**src/design/cpr_pkg.sv**
```systemverilog
// Shared types, constants and fixed-point helpers for the charged particle push unit.
package cpr_pkg;

	localparam int VAL_W  = 24;
	localparam int KICK_W = 15;
	localparam int TRIG_W = 16;
	localparam int DT_W   = 16;
	localparam int WIDE_W = 48;

	typedef logic signed [VAL_W-1:0]  val_t;
	typedef logic signed [KICK_W-1:0] kick_t;
	typedef logic signed [TRIG_W-1:0] trig_t;
	typedef logic        [DT_W-1:0]   dt_t;
	typedef logic signed [WIDE_W-1:0] wide_t;

	localparam val_t VAL_MAX = 24'sh7FFFFF;
	localparam val_t VAL_MIN = 24'sh800000;

	// 0.995 in unsigned Q0.16, held as a positive signed value for the multiplier.
	localparam logic signed [17:0] DAMP_Q16 = 18'sd65208;

	localparam logic [4:0] DT_SHIFT   = 5'd16;
	localparam logic [4:0] DAMP_SHIFT = 5'd16;
	localparam logic [4:0] TRIG_SHIFT = 5'd14;

	typedef enum logic [2:0] {
		IDX_STEP_DT = 3'd0,
		IDX_ROT_COS = 3'd1,
		IDX_ROT_SIN = 3'd2,
		IDX_X_MIN   = 3'd3,
		IDX_X_MAX   = 3'd4,
		IDX_Y_MIN   = 3'd5,
		IDX_Y_MAX   = 3'd6
	} cfg_idx_t;

	typedef struct packed {
		dt_t   step_dt;
		trig_t rot_cos;
		trig_t rot_sin;
		val_t  x_min;
		val_t  x_max;
		val_t  y_min;
		val_t  y_max;
	} cpr_cfg_t;

	typedef struct packed {
		val_t pos;
		val_t vel;
	} pv_t;

	// Clamp a wide signed value into the 24-bit range.
	function automatic val_t sat_val(input wide_t a);
		val_t r;
		if (a > 48'sd8388607) begin
			r = VAL_MAX;
		end else if (a < -48'sd8388608) begin
			r = VAL_MIN;
		end else begin
			r = a[VAL_W-1:0];
		end
		return r;
	endfunction

	// Round to nearest by 2^n, halves going up; the arithmetic shift floors.
	function automatic wide_t rnd_sh(input wide_t a, input logic [4:0] n);
		wide_t half;
		half = 48'sd1 <<< (n - 5'd1);
		return (a + half) >>> n;
	endfunction

	function automatic val_t neg_sat(input val_t v);
		wide_t w;
		w = WIDE_W'(v);
		return sat_val(-w);
	endfunction

	// Minimum wall first, then maximum; each clamps and reflects when its wall is crossed.
	function automatic pv_t wall(input val_t p, input val_t v, input val_t lo,
			input val_t hi);
		val_t pw;
		val_t vw;
		pv_t  r;
		pw = p;
		vw = v;
		if (pw < lo) begin
			pw = lo;
			vw = neg_sat(vw);
		end
		if (pw > hi) begin
			pw = hi;
			vw = neg_sat(vw);
		end
		r.pos = pw;
		r.vel = vw;
		return r;
	endfunction

endpackage

```
**src/design/cpr_cfg_regs.sv**
```systemverilog
// Configuration register file for the charged particle push unit.
module cpr_cfg_regs
	import cpr_pkg::*;
(
	input  logic           clk,
	input  logic           arst_n,
	input  logic           cfg_valid,
	output logic           cfg_ready,
	input  logic [2:0]     cfg_index,
	input  logic [23:0]    cfg_data,
	output cpr_cfg_t       cfg
);

	cpr_cfg_t cfg_q;
	logic     wr_en;

	assign cfg_ready = 1'b1;
	assign wr_en     = cfg_valid;
	assign cfg       = cfg_q;

	always_ff @(posedge clk or negedge arst_n) begin
		if (!arst_n) begin
			cfg_q.step_dt <= 16'd1092;
			cfg_q.rot_cos <= 16'sd16384;
			cfg_q.rot_sin <= 16'sd0;
			cfg_q.x_min   <= 24'sd0;
			cfg_q.x_max   <= 24'sd163840;
			cfg_q.y_min   <= 24'sd0;
			cfg_q.y_max   <= 24'sd163840;
		end else if (wr_en) begin
			unique case (cfg_idx_t'(cfg_index))
				IDX_STEP_DT: cfg_q.step_dt <= cfg_data[15:0];
				IDX_ROT_COS: cfg_q.rot_cos <= cfg_data[15:0];
				IDX_ROT_SIN: cfg_q.rot_sin <= cfg_data[15:0];
				IDX_X_MIN:   cfg_q.x_min   <= cfg_data;
				IDX_X_MAX:   cfg_q.x_max   <= cfg_data;
				IDX_Y_MIN:   cfg_q.y_min   <= cfg_data;
				IDX_Y_MAX:   cfg_q.y_max   <= cfg_data;
				default: ;
			endcase
		end
	end

endmodule

```
**config.mk**
```make
export PLATFORM = sky130hd
export DESIGN_NAME = cpr_cfg_regs
export DESIGN_NICKNAME = d
export VERILOG_FILES = /design/src/design/cpr_pkg.sv /design/src/design/cpr_cfg_regs.sv
export SDC_FILE = /design/constraint.sdc
export NUM_CORES = 1
export LEC_CHECK = 0
export ABC_AREA = 0
export BUFFER_PORTS_ARGS = -buffer_cell sky130_fd_sc_hd__buf_2
export CAP_MARGIN = 15
export CORE_MARGIN = 2
export CORE_UTILIZATION = 25
export CTS_BUF_LIST = sky130_fd_sc_hd__clkbuf_4
export CTS_CLUSTER_DIAMETER = 120
export DETAILED_ROUTE_END_ITERATION = 7
export GPL_ROUTABILITY_DRIVEN = 0
export PLACE_DENSITY = 0.45
export SLEW_MARGIN = 5
export SYNTH_ARGS = -nofsm -noshare
export SYNTH_HDL_FRONTEND = slang
export SYNTH_SLANG_ARGS = --single-unit
```
**constraint.sdc**
```tcl
create_clock -name clk -period 0.9 [get_ports clk]
set_input_delay 0.09 -clock clk [delete_from_list [all_inputs] [get_ports clk]]
set_output_delay 0.09 -clock clk [all_outputs]
set_load 0.005 [all_outputs]
```
==> flow_results.org <==
** Timing
- Portion of the clock cycle consumed by the worst path in the final layout :: 144%
- Final setup skew :: 0 ps
- Setup repair after global routing missed its margin :: true
- Number of endpoints failing setup at the final stage :: 157
- The number of failing hold endpoints at the final stage came to 0.
- Smallest setup slack after layout :: -396 ps
- Max Clock Freq :: 772 MHz
- After layout, the minimum clock period comes to 1300 ps.
- The total count of max-transition violations in the final report came to 0.

** Critical path
- The number of buffers and inverters on the critical path is 1.
- Critical path class :: reg2out
- Critical path origin :: cfg[134]
- The signal on the critical path passes through buf_6.
- The startpoint identified for the worst register-to-register timing path is cfg[116].
- Slowest cell on crit path :: sky130_fd_sc_hd__dfstp_2
- Along the worst path, the maximum fanout reaches 2.
- Type of origin of the critical path :: flop
- Family of cells with the greatest summed delay on the critical path :: flip-flops
- STA classifies the critical path endpoint as an output port.
- The largest single stage delay on the critical path is 570 ps.
- Required time of the worst setup path :: 810 ps
- For the worst setup path, the data arrival time is 1210 ps.

** Detailed routing
- Wire length reported by the detailed router :: 15,100 µm
- After the first detailed-routing iteration, the DRC count stood at 111.
- First-pass DRT Iterations :: 4
- Via count of the routed design :: 3,704
- After detailed routing, the number of vias per cell comes to 4.15.
- In the final routing, the length of wire on met1 measures 6690 µm.
- The highest metal layer carrying signal wires in the routed design is met4.
- After detailed routing, the met3 layer carries 725 µm of wire.
- In the final routed layout, each cell accounts on average for 16.9 µm.
- In the routed design, unresolved DRC markers number 0.
- Number of nets with antenna violations after detailed routing :: 0
- Wire length on met2 :: 7380 µm

** Layout
- Number of nets in the finished design :: 628
- Fraction of layout instances using a drive strength above 1 :: 72.7%
- Syn-to-layout area delta :: 52.5%
- Post-route design area :: 8410 µm²
- Once layout is complete, the utilization of the core stands at 38.6%.
- Flip-flop count of the largest register, all copies and words added :: 144
- Commonest non-fill, non-tap cell in the layout :: sky130_fd_sc_hd__buf_2
- The finished layout holds 892 standard cells, fillers aside.
- Commonest non-fill, non-tap cells in the layout :: sky130_fd_sc_hd__buf_2, sky130_fd_sc_hd__dfrtp_1, sky130_fd_sc_hd__mux2_2

** Synthesis
- Sorting the synthesized cells by area gives the leading types as sky130_fd_sc_hd__dfrtp_1, sky130_fd_sc_hd__mux2_2, sky130_fd_sc_hd__dfstp_2, sky130_fd_sc_hd__mux2_4, sky130_fd_sc_hd__buf_6.
- Each instance of the synthesized netlist takes up on average 17.5 µm².
- When the netlist entered floorplanning its net count stood at 345.
- The mapped netlist covers 5510 µm².
- Synthesized instance count :: 315
- Synthesis-stage register bit count :: 144
- Counting distinct cell types in the post-synthesis netlist gives 11.
- Portion of the post-synthesis area used by sequential elements :: 65.5%
- The largest total area in the synthesized netlist belongs to sky130_fd_sc_hd__dfrtp_1.
- The share of synthesized area in the top cell type comes to 61.7%.
- For this run, the number of Yosys warnings is 0.

** Global route
- The first global-routing pass estimated 23,900 µm of wire.
- Entering global routing, the biggest net connects 60 pins.
- Antenna violations before repair :: 1
- The number of global-route vias before repair is 4,063.
- Total overflow reported by the global router :: 0
- Total global-route track usage :: 13.3%

** CTS
- CTS tree :: done
- For this design, the sink count on the clock tree is 144.
- The clock tree synthesis step divided the H-tree into 4 levels.
- The clock passes through at most 2 buffers.
- The clock reaches the later pin of the worst-skew pair after 540 ps.
- In this run, CTS created clock tree buffers numbering 17.
- Root Buffer Master :: sky130_fd_sc_hd__clkbuf_4
- After clock tree synthesis, the clock-pin slew on the worst setup and hold paths is 130 ps.

** Hold path
- In this run the worst hold path is classified as in2async.

** Pwr
- In this run, flip-flops and latches consume 47.4% of the power.
- The clock network is responsible for 23.4% of the overall power.
- In this run the static leakage power is 4.10 nW.
- In this run the power spent charging and discharging nets is 5.00 mW.
- Logic gate share of total power :: 29.2%
- Worst vdd rail ir drop :: 0.897 mV
- The design draws 18.4 mW.
- Of the total power, the share spent switching nets is 27.1%.
- Dividing total power by cell area gives a power density of 2190 nW/µm².
- The internal portion of the total power is 13.4 mW.

** Placed design
- In this run, placement finished with an instance count of 772.
- Input and output buffers added on the ports amount to 173.
- After legalization and detailed placement, the total HPWL measured 10,300 µm.
- Area of placed instances :: 7190 µm²

** Floorplan
- The floorplan step defined a core boundary enclosing 21,800 µm².
- Die Outline Area :: 23,300 µm²
- Number of core rows :: 54
- Once the floorplan was initialized, standard cells occupied 25.3% of the core.
- Overall die width :: 152 µm
- In this run the vertical extent of the chip is 152 µm.
- 175 I/O pins were placed.

** Run status
- Violated checks :: setup timing
- The run finished, with violations left.

** Job
- Max-cap check violation count :: 0
[stage by stage]
| step | hold slack, ps | setup slack [ps] | TNS, ps |
|---|---|---|---|
| 4_1_cts | 12.3 | -462 | -47130 |
| 3_3_place_gp | -81.3 | -474 | -55390 |
| 6_report | 66.0 | -396 | -38360 |
| 3_5_place_dp | -77.7 | -504 | -59020 |
| 2_1_floorplan | -206 | -397 | -31830 |
| 5_1_grt | 15.3 | -495 | -53550 |
[cell type report]
class	count	area, µm²
Antenna cell	1	2.50
Fill cell	2080	13300
Multi-Input combinational cell	152	2020
Clock inverter	15	166
Clock buffer	17	128
Sequential cell	144	3610
Tap cell	280	350
Timing Repair Buffer	283	2120
[power groups by stage]
stage / clock network, mW / registers (mW) / logic [mW]
global route: 4.85 / 8.94 / 5.82
CTS: 4.53 / 8.68 / 5.07
global placement: 0 / 8.81 / 4.08
finish: 4.31 / 8.74 / 5.38
detailed placement: 0 / 8.85 / 4.15
floorplan: 0 / 8.88 / 1.78
[metal layers]
layer  vias up  global-route usage (%)
met2       104                    21.7
met1      1894                    17.1
li1       1686                       -
met5         -                       0
met3        20                    3.75
met4         0                    4.72
[synthesized netlist by cell type]
| cell | instances |
|---|---|
| sky130_fd_sc_hd__nand4b_2 | 3 |
| sky130_fd_sc_hd__mux2_4 | 10 |
| sky130_fd_sc_hd__buf_2 | 11 |
| sky130_fd_sc_hd__buf_4 | 2 |
| sky130_fd_sc_hd__mux2_2 | 134 |
| sky130_fd_sc_hd__conb_1 | 1 |
| sky130_fd_sc_hd__dfstp_2 | 8 |
| sky130_fd_sc_hd__dfrtp_1 | 136 |
| sky130_fd_sc_hd__nor4b_4 | 1 |
| sky130_fd_sc_hd__nor4bb_1 | 3 |
| sky130_fd_sc_hd__buf_6 | 6 |
[worst paths after layout]
check                      endpoint  slack, ps  cells after the start
setup / recovery           cfg[134]       -400                      1
hold / removal              cfg[98]         70                      3
setup reg to reg           cfg[116]        -90                      3
hold reg to reg             cfg[88]        510                      1
max in group asynchronous  cfg[132]        -10                      3
min in group clk            cfg[97]        200                      4
[repair_timing]
action	CTS	global route
gates resized for setup	6	41
hold endpoints to repair	288	9
setup buffers	50	26
endpoints found under the setup margin	144	191
cloned	0	0
hold buffers	27	1
[kinds of logic after synthesis]
logic type,after synthesis,share of synthesized area (%)
mux,144,30.1
simple gates,7,1.79
flops,144,65.5
other cells,1,0.0680
buf+inv,19,2.50
Power figures use the tool's default switching activity.
